### config.mk
export PLATFORM = sky130hd
export DESIGN_NAME = audio_compander_core
export DESIGN_NICKNAME = d
export VERILOG_FILES = /design/src/acmp_pkg.sv /design/src/acmp_front.sv /design/src/acmp_queue.sv /design/src/acmp_back.sv /design/src/audio_compander_core.sv
export SDC_FILE = /design/constraint.sdc
export NUM_CORES = 2
export LEC_CHECK = 0
export BUFFER_PORTS_ARGS = -buffer_cell sky130_fd_sc_hd__clkbuf_2
export CORE_MARGIN = 2
export CORE_UTILIZATION = 50
export CTS_BUF_LIST = sky130_fd_sc_hd__clkbuf_8 sky130_fd_sc_hd__clkbuf_16
export CTS_CLUSTER_DIAMETER = 50
export DETAILED_ROUTE_END_ITERATION = 7
export MAX_ROUTING_LAYER = met4
export PLACE_DENSITY = 0.68
export SLEW_MARGIN = 30
export SYNTH_ARGS = -nofsm -noshare
export SYNTH_HDL_FRONTEND = slang
export SYNTH_HIERARCHICAL = 1
export SYNTH_SLANG_ARGS = --single-unit
export TNS_END_PERCENT = 100
### constraint.sdc
create_clock -name clk -period 7.7 [get_ports clk]
set_input_delay 1.54 -clock clk [delete_from_list [all_inputs] [get_ports clk]]
set_output_delay 1.54 -clock clk [all_outputs]
set_load 0.02 [all_outputs]
### src/acmp_pkg.sv
`timescale 1ns / 1ps

package acmp_pkg;

    localparam int CFG_DATA_BITS  = 32;
    localparam int CFG_INDEX_BITS = 3;

    localparam int SLOPE_BITS = 17;
    localparam int RATIO_BITS = 16;
    localparam int MIX_BITS   = 16;
    localparam int COEF_BITS  = 17;
    localparam int WEIGHT_BITS = 17;

    localparam int COMP_SHIFT = 16;
    localparam int EXP_SHIFT  = 12;
    localparam int MIX_SHIFT  = 15;

    localparam int QUEUE_DEPTH = 2;
    localparam int BACK_STAGES = 4;

    localparam logic [WEIGHT_BITS-1:0] MIX_UNITY   = 17'd32768;
    localparam logic [SLOPE_BITS-1:0]  SLOPE_RESET = 17'd16384;
    localparam logic [RATIO_BITS-1:0]  RATIO_RESET = 16'd8192;
    localparam logic [MIX_BITS-1:0]    MIX_RESET   = 16'd32768;

    typedef enum logic [CFG_INDEX_BITS-1:0] {
        REG_THRESHOLD = 3'd0,
        REG_SLOPE     = 3'd1,
        REG_RATIO     = 3'd2,
        REG_CMIX      = 3'd3,
        REG_EMIX      = 3'd4
    } reg_idx_t;

    typedef enum logic [1:0] {
        KIND_PASS,
        KIND_COMP,
        KIND_EXP
    } kind_t;

    typedef struct packed {
        kind_t kind;
        logic  neg;
        logic  frame_end;
    } ctl_t;

    typedef struct packed {
        logic [SLOPE_BITS-1:0] compress_slope;
        logic [RATIO_BITS-1:0] expand_ratio;
        logic [MIX_BITS-1:0]   compress_mix;
        logic [MIX_BITS-1:0]   expand_mix;
    } cfg_t;

endpackage

### src/acmp_front.sv
`timescale 1ns / 1ps

module acmp_front #(
    parameter int SAMPLE_BITS = 24
) (
    input  logic                   clk,
    input  logic                   rst_n,
    input  logic                   s_valid,
    output logic                   s_ready,
    input  logic [SAMPLE_BITS-1:0] sample,
    input  logic                   frame_end,
    input  logic [SAMPLE_BITS-2:0] threshold,
    input  logic                   q_full,
    output logic                   push,
    output acmp_pkg::ctl_t         ctl,
    output logic [SAMPLE_BITS-1:0] x,
    output logic [SAMPLE_BITS-1:0] diff
);

    logic                   front_valid_reg;
    logic                   front_valid_next;
    acmp_pkg::ctl_t         ctl_reg;
    acmp_pkg::ctl_t         ctl_next;
    logic [SAMPLE_BITS-1:0] x_reg;
    logic [SAMPLE_BITS-1:0] diff_reg;
    logic [SAMPLE_BITS-1:0] diff_next;
    logic [SAMPLE_BITS-1:0] mag;
    logic [SAMPLE_BITS-1:0] thr_ext;

    always_comb
    begin
        mag     = sample[SAMPLE_BITS-1] ? (~sample + 1'b1) : sample;
        thr_ext = {1'b0, threshold};
        ctl_next.neg       = sample[SAMPLE_BITS-1];
        ctl_next.frame_end = frame_end;
        if (mag == '0 || mag == thr_ext)
        begin
            ctl_next.kind = acmp_pkg::KIND_PASS;
            diff_next     = '0;
        end
        else if (mag > thr_ext)
        begin
            ctl_next.kind = acmp_pkg::KIND_COMP;
            diff_next     = mag - thr_ext;
        end
        else
        begin
            ctl_next.kind = acmp_pkg::KIND_EXP;
            diff_next     = thr_ext - mag;
        end
    end

    assign s_ready = !front_valid_reg || !q_full;
    assign push    = front_valid_reg && !q_full;
    assign front_valid_next = s_ready ? s_valid : front_valid_reg;

    always_ff @(posedge clk or negedge rst_n)
    begin
        if (!rst_n)
        begin
            front_valid_reg <= 1'b0;
        end
        else
        begin
            front_valid_reg <= front_valid_next;
        end
    end

    // hold the word until the queue takes it
    always_ff @(posedge clk)
    begin
        if (s_ready && s_valid)
        begin
            ctl_reg  <= ctl_next;
            x_reg    <= sample;
            diff_reg <= diff_next;
        end
    end

    assign ctl  = ctl_reg;
    assign x    = x_reg;
    assign diff = diff_reg;

endmodule

### src/acmp_queue.sv
`timescale 1ns / 1ps

module acmp_queue #(
    parameter int WIDTH = 52,
    parameter int DEPTH = 2
) (
    input  logic             clk,
    input  logic             rst_n,
    input  logic             push,
    input  logic [WIDTH-1:0] wdata,
    input  logic             pop,
    output logic [WIDTH-1:0] rdata,
    output logic             not_empty,
    output logic             full
);

    localparam int PTR_BITS   = (DEPTH > 1) ? $clog2(DEPTH) : 1;
    localparam int COUNT_BITS = $clog2(DEPTH + 1);

    logic [WIDTH-1:0]      mem_reg [DEPTH];
    logic [PTR_BITS-1:0]   wr_ptr_reg;
    logic [PTR_BITS-1:0]   wr_ptr_next;
    logic [PTR_BITS-1:0]   rd_ptr_reg;
    logic [PTR_BITS-1:0]   rd_ptr_next;
    logic [COUNT_BITS-1:0] count_reg;
    logic [COUNT_BITS-1:0] count_next;

    always_comb
    begin
        wr_ptr_next = wr_ptr_reg;
        rd_ptr_next = rd_ptr_reg;
        count_next  = count_reg;
        if (push)
        begin
            wr_ptr_next = (wr_ptr_reg == PTR_BITS'(DEPTH - 1)) ? '0 : wr_ptr_reg + 1'b1;
        end
        if (pop)
        begin
            rd_ptr_next = (rd_ptr_reg == PTR_BITS'(DEPTH - 1)) ? '0 : rd_ptr_reg + 1'b1;
        end
        case ({push, pop})
            2'b10:   count_next = count_reg + 1'b1;
            2'b01:   count_next = count_reg - 1'b1;
            default: count_next = count_reg;
        endcase
    end

    always_ff @(posedge clk or negedge rst_n)
    begin
        if (!rst_n)
        begin
            wr_ptr_reg <= '0;
            rd_ptr_reg <= '0;
            count_reg  <= '0;
        end
        else
        begin
            wr_ptr_reg <= wr_ptr_next;
            rd_ptr_reg <= rd_ptr_next;
            count_reg  <= count_next;
        end
    end

    always_ff @(posedge clk)
    begin
        if (push)
        begin
            mem_reg[wr_ptr_reg] <= wdata;
        end
    end

    assign rdata     = mem_reg[rd_ptr_reg];
    assign not_empty = (count_reg != '0);
    assign full      = (count_reg == COUNT_BITS'(DEPTH));

endmodule

### src/acmp_back.sv
`timescale 1ns / 1ps

module acmp_back #(
    parameter int SAMPLE_BITS = 24
) (
    input  logic                   clk,
    input  logic                   rst_n,
    input  logic                   q_valid,
    output logic                   pop,
    input  acmp_pkg::ctl_t         ctl,
    input  logic [SAMPLE_BITS-1:0] x,
    input  logic [SAMPLE_BITS-1:0] diff,
    input  logic [SAMPLE_BITS-2:0] threshold,
    input  acmp_pkg::cfg_t         cfg,
    output logic                   out_valid,
    input  logic                   out_ready,
    output logic [SAMPLE_BITS-1:0] sample_out,
    output logic                   frame_end_out
);

    localparam int SB = SAMPLE_BITS;
    localparam int PW = SB + acmp_pkg::COEF_BITS;
    localparam logic [PW:0] ROUND_C = (PW + 1)'(1) << (acmp_pkg::COMP_SHIFT - 1);
    localparam logic [PW:0] ROUND_E = (PW + 1)'(1) << (acmp_pkg::EXP_SHIFT - 1);
    localparam logic [SB+21:0] ROUND_M = (SB + 22)'(1) << (acmp_pkg::MIX_SHIFT - 1);

    logic advance;

    // stage 1: magnitude product
    logic                          s1_valid_reg;
    acmp_pkg::ctl_t                s1_ctl_reg;
    logic signed [SB-1:0]          s1_x_reg;
    logic [PW-1:0]                 s1_prod_reg;
    logic [PW-1:0]                 s1_prod_next;
    logic [acmp_pkg::COEF_BITS-1:0] coef;

    // stage 2: rounded magnitude, signed wet sample
    logic                          s2_valid_reg;
    logic                          s2_last_reg;
    logic signed [SB-1:0]          s2_x_reg;
    logic signed [SB+2:0]          s2_wet_reg;
    logic signed [SB+2:0]          s2_wet_next;
    logic [acmp_pkg::WEIGHT_BITS-1:0] s2_mix_reg;
    logic [acmp_pkg::WEIGHT_BITS-1:0] s2_mix_next;
    logic [PW:0]                   rnd_c;
    logic [PW:0]                   rnd_e;
    logic [SB+1:0]                 q_c;
    logic [SB+5:0]                 q_e;
    logic [SB+5:0]                 thr_e;
    logic [SB+1:0]                 d_c;
    logic [SB+1:0]                 d_e;
    logic signed [SB+2:0]          p_pos;

    // stage 3: dry and wet products
    logic                          s3_valid_reg;
    logic                          s3_last_reg;
    logic signed [SB+17:0]         s3_dry_reg;
    logic signed [SB+17:0]         s3_dry_next;
    logic signed [SB+20:0]         s3_wet_reg;
    logic signed [SB+20:0]         s3_wet_next;
    logic signed [17:0]            w_dry;
    logic signed [17:0]            w_wet;

    // stage 4: sum, round, saturate
    logic                          out_valid_reg;
    logic                          out_last_reg;
    logic [SB-1:0]                 out_sample_reg;
    logic [SB-1:0]                 out_sample_next;
    logic [SB+21:0]                sum;
    logic [SB+6:0]                 scaled;
    logic                          ovf;

    assign advance = !out_valid_reg || out_ready;
    assign pop     = advance && q_valid;

    always_comb
    begin
        case (ctl.kind)
            acmp_pkg::KIND_COMP: coef = cfg.compress_slope;
            default:             coef = {1'b0, cfg.expand_ratio};
        endcase
        s1_prod_next = diff * coef;
    end

    always_comb
    begin
        rnd_c = {1'b0, s1_prod_reg} + ROUND_C;
        rnd_e = {1'b0, s1_prod_reg} + ROUND_E;
        q_c   = rnd_c[PW:acmp_pkg::COMP_SHIFT];
        q_e   = rnd_e[PW:acmp_pkg::EXP_SHIFT];
        thr_e = (SB + 6)'(threshold);
        d_c   = (SB + 2)'(threshold) + q_c;
        d_e   = (q_e >= thr_e) ? '0 : (SB + 2)'(thr_e - q_e);
        case (s1_ctl_reg.kind)
            acmp_pkg::KIND_COMP:
            begin
                p_pos       = $signed({1'b0, d_c});
                s2_mix_next = {1'b0, cfg.compress_mix};
                s2_wet_next = s1_ctl_reg.neg ? -p_pos : p_pos;
            end
            acmp_pkg::KIND_EXP:
            begin
                p_pos       = $signed({1'b0, d_e});
                s2_mix_next = {1'b0, cfg.expand_mix};
                s2_wet_next = s1_ctl_reg.neg ? -p_pos : p_pos;
            end
            default:
            begin
                p_pos       = '0;
                s2_mix_next = acmp_pkg::MIX_UNITY;
                s2_wet_next = {{3{s1_x_reg[SB-1]}}, s1_x_reg};
            end
        endcase
    end

    always_comb
    begin
        w_dry       = $signed({1'b0, acmp_pkg::MIX_UNITY}) - $signed({1'b0, s2_mix_reg});
        w_wet       = $signed({1'b0, s2_mix_reg});
        s3_dry_next = w_dry * s2_x_reg;
        s3_wet_next = w_wet * s2_wet_reg;
    end

    always_comb
    begin
        sum    = {{4{s3_dry_reg[SB+17]}}, s3_dry_reg} + {s3_wet_reg[SB+20], s3_wet_reg} + ROUND_M;
        scaled = sum[SB+21:acmp_pkg::MIX_SHIFT];
        ovf    = !((&scaled[SB+6:SB-1]) || !(|scaled[SB+6:SB-1]));
        if (ovf)
        begin
            out_sample_next = scaled[SB+6] ? {1'b1, {(SB - 1){1'b0}}} : {1'b0, {(SB - 1){1'b1}}};
        end
        else
        begin
            out_sample_next = scaled[SB-1:0];
        end
    end

    always_ff @(posedge clk or negedge rst_n)
    begin
        if (!rst_n)
        begin
            s1_valid_reg  <= 1'b0;
            s2_valid_reg  <= 1'b0;
            s3_valid_reg  <= 1'b0;
            out_valid_reg <= 1'b0;
        end
        else if (advance)
        begin
            s1_valid_reg  <= pop;
            s2_valid_reg  <= s1_valid_reg;
            s3_valid_reg  <= s2_valid_reg;
            out_valid_reg <= s3_valid_reg;
        end
    end

    // stall the whole pipe while the output word waits
    always_ff @(posedge clk)
    begin
        if (advance)
        begin
            s1_ctl_reg     <= ctl;
            s1_x_reg       <= x;
            s1_prod_reg    <= s1_prod_next;
            s2_last_reg    <= s1_ctl_reg.frame_end;
            s2_x_reg       <= s1_x_reg;
            s2_wet_reg     <= s2_wet_next;
            s2_mix_reg     <= s2_mix_next;
            s3_last_reg    <= s2_last_reg;
            s3_dry_reg     <= s3_dry_next;
            s3_wet_reg     <= s3_wet_next;
            out_last_reg   <= s3_last_reg;
            out_sample_reg <= out_sample_next;
        end
    end

    assign out_valid     = out_valid_reg;
    assign sample_out    = out_sample_reg;
    assign frame_end_out = out_last_reg;

endmodule

### src/audio_compander_core.sv
`timescale 1ns / 1ps

// Static compressor/expander with a separate dry/wet mix per branch.
// s_t*: one signed sample per word in s_tdata (bits SAMPLE_BITS-1:0), buffer-end
//   mark on s_tlast. m_t*: one processed, saturated sample per word, same layout,
//   s_tlast copied to m_tlast. Words leave in the order they arrive.
// cfg_*: register writes, index 0 threshold, 1 compress slope, 2 expand ratio,
//   3 compress mix, 4 expand mix; other indexes are dropped. cfg_ready is always
//   high. Write only while no sample is in flight.
// Throughput: one sample per cycle while m_tready is high; the front register, a
//   2-word queue and a 4-stage multiply/mix pipe hold at most 7 samples in flight.
// Stall: a low m_tready with m_tvalid high freezes the back pipe; the queue and
//   front register keep taking words until they fill, then s_tready drops.
// Reset: clears all valid state and loads threshold -20 dB, slope 1/4,
//   expand ratio 2, both mixes fully wet.
module audio_compander_core #(
    parameter int SAMPLE_BITS = 24
) (
    input  logic                                 clk,
    input  logic                                 rst_n,
    input  logic                                 s_tvalid,
    output logic                                 s_tready,
    input  logic [8*((SAMPLE_BITS+7)/8)-1:0]     s_tdata,   // sample_in
    input  logic                                 s_tlast,
    output logic                                 m_tvalid,
    input  logic                                 m_tready,
    output logic [8*((SAMPLE_BITS+7)/8)-1:0]     m_tdata,   // sample_out
    output logic                                 m_tlast,
    input  logic                                 cfg_valid,
    output logic                                 cfg_ready,
    input  logic [acmp_pkg::CFG_INDEX_BITS-1:0]  cfg_index,
    input  logic [acmp_pkg::CFG_DATA_BITS-1:0]   cfg_data
);

    localparam int TDATA_BITS = 8 * ((SAMPLE_BITS + 7) / 8);
    localparam int QW = $bits(acmp_pkg::ctl_t) + 2 * SAMPLE_BITS;
    localparam int CAPACITY = 1 + acmp_pkg::QUEUE_DEPTH + acmp_pkg::BACK_STAGES;
    localparam logic [SAMPLE_BITS-2:0] THRESH_RESET =
        (SAMPLE_BITS - 1)'(((64'd1 << (SAMPLE_BITS - 1)) + 64'd5) / 64'd10);

    logic [SAMPLE_BITS-2:0] thresh_reg;
    logic [SAMPLE_BITS-2:0] thresh_next;
    acmp_pkg::cfg_t         cfg_reg;
    acmp_pkg::cfg_t         cfg_next;

    logic                   push;
    logic                   q_full;
    logic                   q_valid;
    logic                   pop;
    acmp_pkg::ctl_t         f_ctl;
    logic [SAMPLE_BITS-1:0] f_x;
    logic [SAMPLE_BITS-1:0] f_diff;
    logic [QW-1:0]          q_rdata;
    acmp_pkg::ctl_t         b_ctl;
    logic [SAMPLE_BITS-1:0] b_x;
    logic [SAMPLE_BITS-1:0] b_diff;
    logic [SAMPLE_BITS-1:0] sample_out;

    logic [3:0]             inflight_reg;
    logic [3:0]             inflight_next;

    assign cfg_ready = 1'b1;

    always_comb
    begin
        thresh_next = thresh_reg;
        cfg_next    = cfg_reg;
        if (cfg_valid)
        begin
            unique case (acmp_pkg::reg_idx_t'(cfg_index))
                acmp_pkg::REG_THRESHOLD: thresh_next = cfg_data[SAMPLE_BITS-2:0];
                acmp_pkg::REG_SLOPE:
                    cfg_next.compress_slope = cfg_data[acmp_pkg::SLOPE_BITS-1:0];
                acmp_pkg::REG_RATIO:
                    cfg_next.expand_ratio = cfg_data[acmp_pkg::RATIO_BITS-1:0];
                acmp_pkg::REG_CMIX:
                    cfg_next.compress_mix = cfg_data[acmp_pkg::MIX_BITS-1:0];
                acmp_pkg::REG_EMIX:
                    cfg_next.expand_mix = cfg_data[acmp_pkg::MIX_BITS-1:0];
                default: thresh_next = thresh_reg;
            endcase
        end
    end

    always_ff @(posedge clk or negedge rst_n)
    begin
        if (!rst_n)
        begin
            thresh_reg             <= THRESH_RESET;
            cfg_reg.compress_slope <= acmp_pkg::SLOPE_RESET;
            cfg_reg.expand_ratio   <= acmp_pkg::RATIO_RESET;
            cfg_reg.compress_mix   <= acmp_pkg::MIX_RESET;
            cfg_reg.expand_mix     <= acmp_pkg::MIX_RESET;
        end
        else
        begin
            thresh_reg <= thresh_next;
            cfg_reg    <= cfg_next;
        end
    end

    acmp_front #(
        .SAMPLE_BITS(SAMPLE_BITS)
    ) u_front (
        .clk      (clk),
        .rst_n    (rst_n),
        .s_valid  (s_tvalid),
        .s_ready  (s_tready),
        .sample   (s_tdata[SAMPLE_BITS-1:0]),
        .frame_end(s_tlast),
        .threshold(thresh_reg),
        .q_full   (q_full),
        .push     (push),
        .ctl      (f_ctl),
        .x        (f_x),
        .diff     (f_diff)
    );

    acmp_queue #(
        .WIDTH(QW),
        .DEPTH(acmp_pkg::QUEUE_DEPTH)
    ) u_queue (
        .clk      (clk),
        .rst_n    (rst_n),
        .push     (push),
        .wdata    ({f_ctl, f_x, f_diff}),
        .pop      (pop),
        .rdata    (q_rdata),
        .not_empty(q_valid),
        .full     (q_full)
    );

    assign {b_ctl, b_x, b_diff} = q_rdata;

    acmp_back #(
        .SAMPLE_BITS(SAMPLE_BITS)
    ) u_back (
        .clk          (clk),
        .rst_n        (rst_n),
        .q_valid      (q_valid),
        .pop          (pop),
        .ctl          (b_ctl),
        .x            (b_x),
        .diff         (b_diff),
        .threshold    (thresh_reg),
        .cfg          (cfg_reg),
        .out_valid    (m_tvalid),
        .out_ready    (m_tready),
        .sample_out   (sample_out),
        .frame_end_out(m_tlast)
    );

    assign m_tdata = TDATA_BITS'(sample_out);

    always_comb
    begin
        case ({s_tvalid && s_tready, m_tvalid && m_tready})
            2'b10:   inflight_next = inflight_reg + 1'b1;
            2'b01:   inflight_next = inflight_reg - 1'b1;
            default: inflight_next = inflight_reg;
        endcase
    end

    always_ff @(posedge clk or negedge rst_n)
    begin
        if (!rst_n)
        begin
            inflight_reg <= '0;
        end
        else
        begin
            inflight_reg <= inflight_next;
        end
    end

    a_inflight_bound: assert property (@(posedge clk) disable iff (!rst_n)
        inflight_reg <= 4'(CAPACITY))
        else $error("more samples in flight than storage");

    a_no_phantom: assert property (@(posedge clk) disable iff (!rst_n)
        m_tvalid |-> inflight_reg != 4'd0)
        else $error("output word with nothing in flight");

    a_drain: assert property (@(posedge clk) disable iff (!rst_n)
        (m_tvalid && m_tready && !(s_tvalid && s_tready) && inflight_reg == 4'd1)
        |=> !m_tvalid)
        else $error("output word repeated after drain");

    a_stall_full: assert property (@(posedge clk) disable iff (!rst_n)
        !s_tready |-> inflight_reg >= 4'(1 + acmp_pkg::QUEUE_DEPTH))
        else $error("input stalled with front and queue not full");

endmodule

==> results.cfg <==
[global_routing]
met1_usage = 0.344
number_of_global_route_vias_before_repair = 55634
global_route.peak_usage_layer = met2
first_pass_grt_wire_length_um = 307000
grt_start_max_net_pins = 173
globalRouteOverflowTotal = 0
global_route.usage.total = 0.274
gr-usage-met3 = 0.0376
number_of_antenna_violations_at_the_first_check_in_global_routing = 19
grtUsageMet2 = 0.459

[worst_setup_path]
worst_path_arrival_time_ns = 8.14
cp-start-kind = flop
r2r_slack_ns = -0.04
worst_ep_required_time_ns = 8.10
reg2reg_depth = 30
worstReg2RegStart = u_back/s2_mix_reg[3]
endpoint_kind = flop
cp_slowest_cell = sky130_fd_sc_hd__or4_4
worst-path-max-fanout = 5
path_class = reg2reg
r2r-end = u_back/s3_dry_reg[40]
cpPeakStageDelay_ns = 0.62
critical-path-top-cell-by-count = sky130_fd_sc_hd__fa_2

[floorplanning]
floorplan.die.height_um = 384
floorplan.initialDensity = 0.504
core_area_um2 = 144000
core.rowCount = 139
die_x_um = 384
ios = 93
design.die.area_um2 = 148000

[synth]
synth.net_count = 9249
netlist-cell-type-count = 117
yosys_warnings = 6
edff_count_synth = 394
synthFlopType = sky130_fd_sc_hd__edfxtp_1
netlist.area_leader.share = 0.325
synth_cells = 7479
syn_avg_cell_area_um2 = 9.68
synth_most_common_cell = sky130_fd_sc_hd__inv_1
netlist_top_cells_count = 1,477 x sky130_fd_sc_hd__inv_1, 1,174 x sky130_fd_sc_hd__fa_1, 1,049 x sky130_fd_sc_hd__nand2_1
postSynthRegisterBits = 491
synth_area_leaders = sky130_fd_sc_hd__fa_1 32%, sky130_fd_sc_hd__edfxtp_1 16%, sky130_fd_sc_hd__ha_1 9.2%, sky130_fd_sc_hd__inv_1 7.7%, sky130_fd_sc_hd__nand2_1 5.4%
post_synth_arst_share = 0.198
synth.largest_area_cell = sky130_fd_sc_hd__fa_1
mappedNetlistArea_um2 = 72400
fraction_of_the_yosys_area_taken_by_sequential_cells = 0.197

[sta]
setup_viol_count_final = 1
finalHoldViolations = 0
relSlewSlack = 0.350
fin_worst_skew_ns = 0.0592
final.period_utilization = 1.01
fmaxAchievable_ghz = 0.129
timing_worst_slew_pin_value_ns = 0.972
report.final.slew_viol_count = 0
rsz_0062_raised_after_global_routing = true
setup_slack_ns = -0.0430
layout_min_cycle_time_ns = 7.74
fin_worst_hold_slack_ns = 0.418

[clocking]
cts.sinks = 491
h-tree-depth = 2
cts-buffers-inserted = 61
clock_transition_time_at_the_flip_flop_clock_pins_of_the_worst_setup_and_hold_paths_ns = 0.06
clk_latency_ns = 0.69
cts_buffer_depth = 3
clock_tree_root_buffer_cell = sky130_fd_sc_hd__clkbuf_16
cts_tree = done

[outcome]
run_status = complete, but fails checks
failed_checks = DRC, setup timing

[route]
drt_pass1_iterations = 8
drt-vias-per-instance = 5.46
post_drt_wl_per_cell_um = 20.1
routed-via-count = 52607
ant_nets = 0
route.final.wire_length_um = 193000
remaining_drc_errors = 6
first_iter_violations = 3732

[placed_design]
half_perimeter_wire_length_after_placement_um = 155000
worst_setup_slack_before_clock_tree_synthesis_ns = -0.733
port_buffers = 82
routabilityCongestion = 0.938
post-place-cells = 9481

[final_layout]
num-nets-final = 9432
layout-drive-gt1-share = 0.119
layoutNonFillerInstCount = 9634
largest_register_ff_count = 104
layout-area-overhead-vs-synth_pct = 10.5

[worst_hold_path]
min_path_type = reg2reg
hold_end = u_back/s3_last_reg
holdPathStages = 0
hold_path_startpoint = u_back/s2_last_reg

[flow_run]
cap_viol_max_count = 0
[worst max-delay path by stage]
stage / from / end / cells past startpoint
after floorplan: u_back/s2_mix_reg[1] / u_back/s3_dry_reg[40] / 30
after global placement: u_back/s2_mix_reg[5] / u_back/s3_dry_reg[41] / 30
after detailed placement: u_back/s2_mix_reg[5] / u_back/s3_dry_reg[39] / 30
after CTS: u_back/s2_mix_reg[3] / u_back/s3_dry_reg[40] / 32
after global routing: u_back/s2_mix_reg[3] / u_back/s3_dry_reg[40] / 29
final: u_back/s2_mix_reg[3] / u_back/s3_dry_reg[40] / 30
[logic make-up (layout without fill, tap and decap cells)]
group	Yosys count	count (layout)	synth area share
mux	181	181	0.0308
xor+xnor	292	292	0.0353
other cells	1	18	0.0000518
simple gates	2131	2131	0.142
fa+ha+maj	1705	1705	0.417
flops	491	491	0.197
compound gates	875	875	0.0816
buf+inv	1803	2038	0.0964
[placed cells by master, fill, tap and decap left out, drive strengths merged, types with 17 or more instances in the layout]
cell and count:
inv 1498, fa 1174, nand2 1050, ha 531, edfxtp 394, buf 362
and2 319, a21oi 236, nor2 222, xnor2 207, mux2 159, o21ai 150
clkbuf 145, nor2b 128, a21o 89, nand3 88, xor2 85, dfrtp 82
o21a 76, nor3 60, and3 44, nand2b 41, nand4 33, a211oi 32
o31ai 32, a31oi 30, a22oi 27, o211ai 27, or2 25, clkinv 24
mux2i 22, o21bai 21, or3 21, or4 20, nor4 20, diode 17
[layout make-up]
type	count	area (um2)
diodes	17	42.5
clock buffers	62	1550
clock inverters	53	593
fillers	12513	63700
inverters	1478	5550
multi-input cells	5185	52000
flip-flops and latches	491	14300
well taps	1903	2380
repair buffers	445	3540
[per-layer routing]
layer,vias up,part of all wire
li1,24012,-
met1,26617,0.41
met2,1649,0.49
met3,329,0.059
met4,0,0.038
met5,-,0
[what timing repair did]
| action | CTS | global route |
|---|---|---|
| hold buffers | 0 | 0 |
| cloned | 2 | 2 |
| endpoints found under the hold margin | 0 | 0 |
| endpoints found under the setup margin | 19 | 37 |
| setup buffers | 10 | 18 |
| pin swaps | 28 | 82 |
| gates resized for setup | 43 | 163 |
[critical path: cells and delay by family, from the launching register on]
family | cells | cell delay, ns
compound gates | 9 | 1.50
xor+xnor | 2 | 0.32
fa+ha+maj | 7 | 3.14
buf+inv | 6 | 0.72
flops | 1 | 0.38
simple gates | 6 | 1.43
[through the flow]
step | util | TNS, ns | instance area (um2)
2_1_floorplan | - | 0 | 72400
3_3_place_gp | 0.533 | -5.80 | 76600
3_5_place_dp | 0.534 | -7.19 | 76600
4_1_cts | 0.551 | 0 | 79100
5_1_grt | 0.556 | -1.98 | 79900
6_report | 0.556 | -0.0430 | 79900
Power is not shown: default switching activity piles up to over one toggle a cycle in this logic, so the estimate is an artifact.
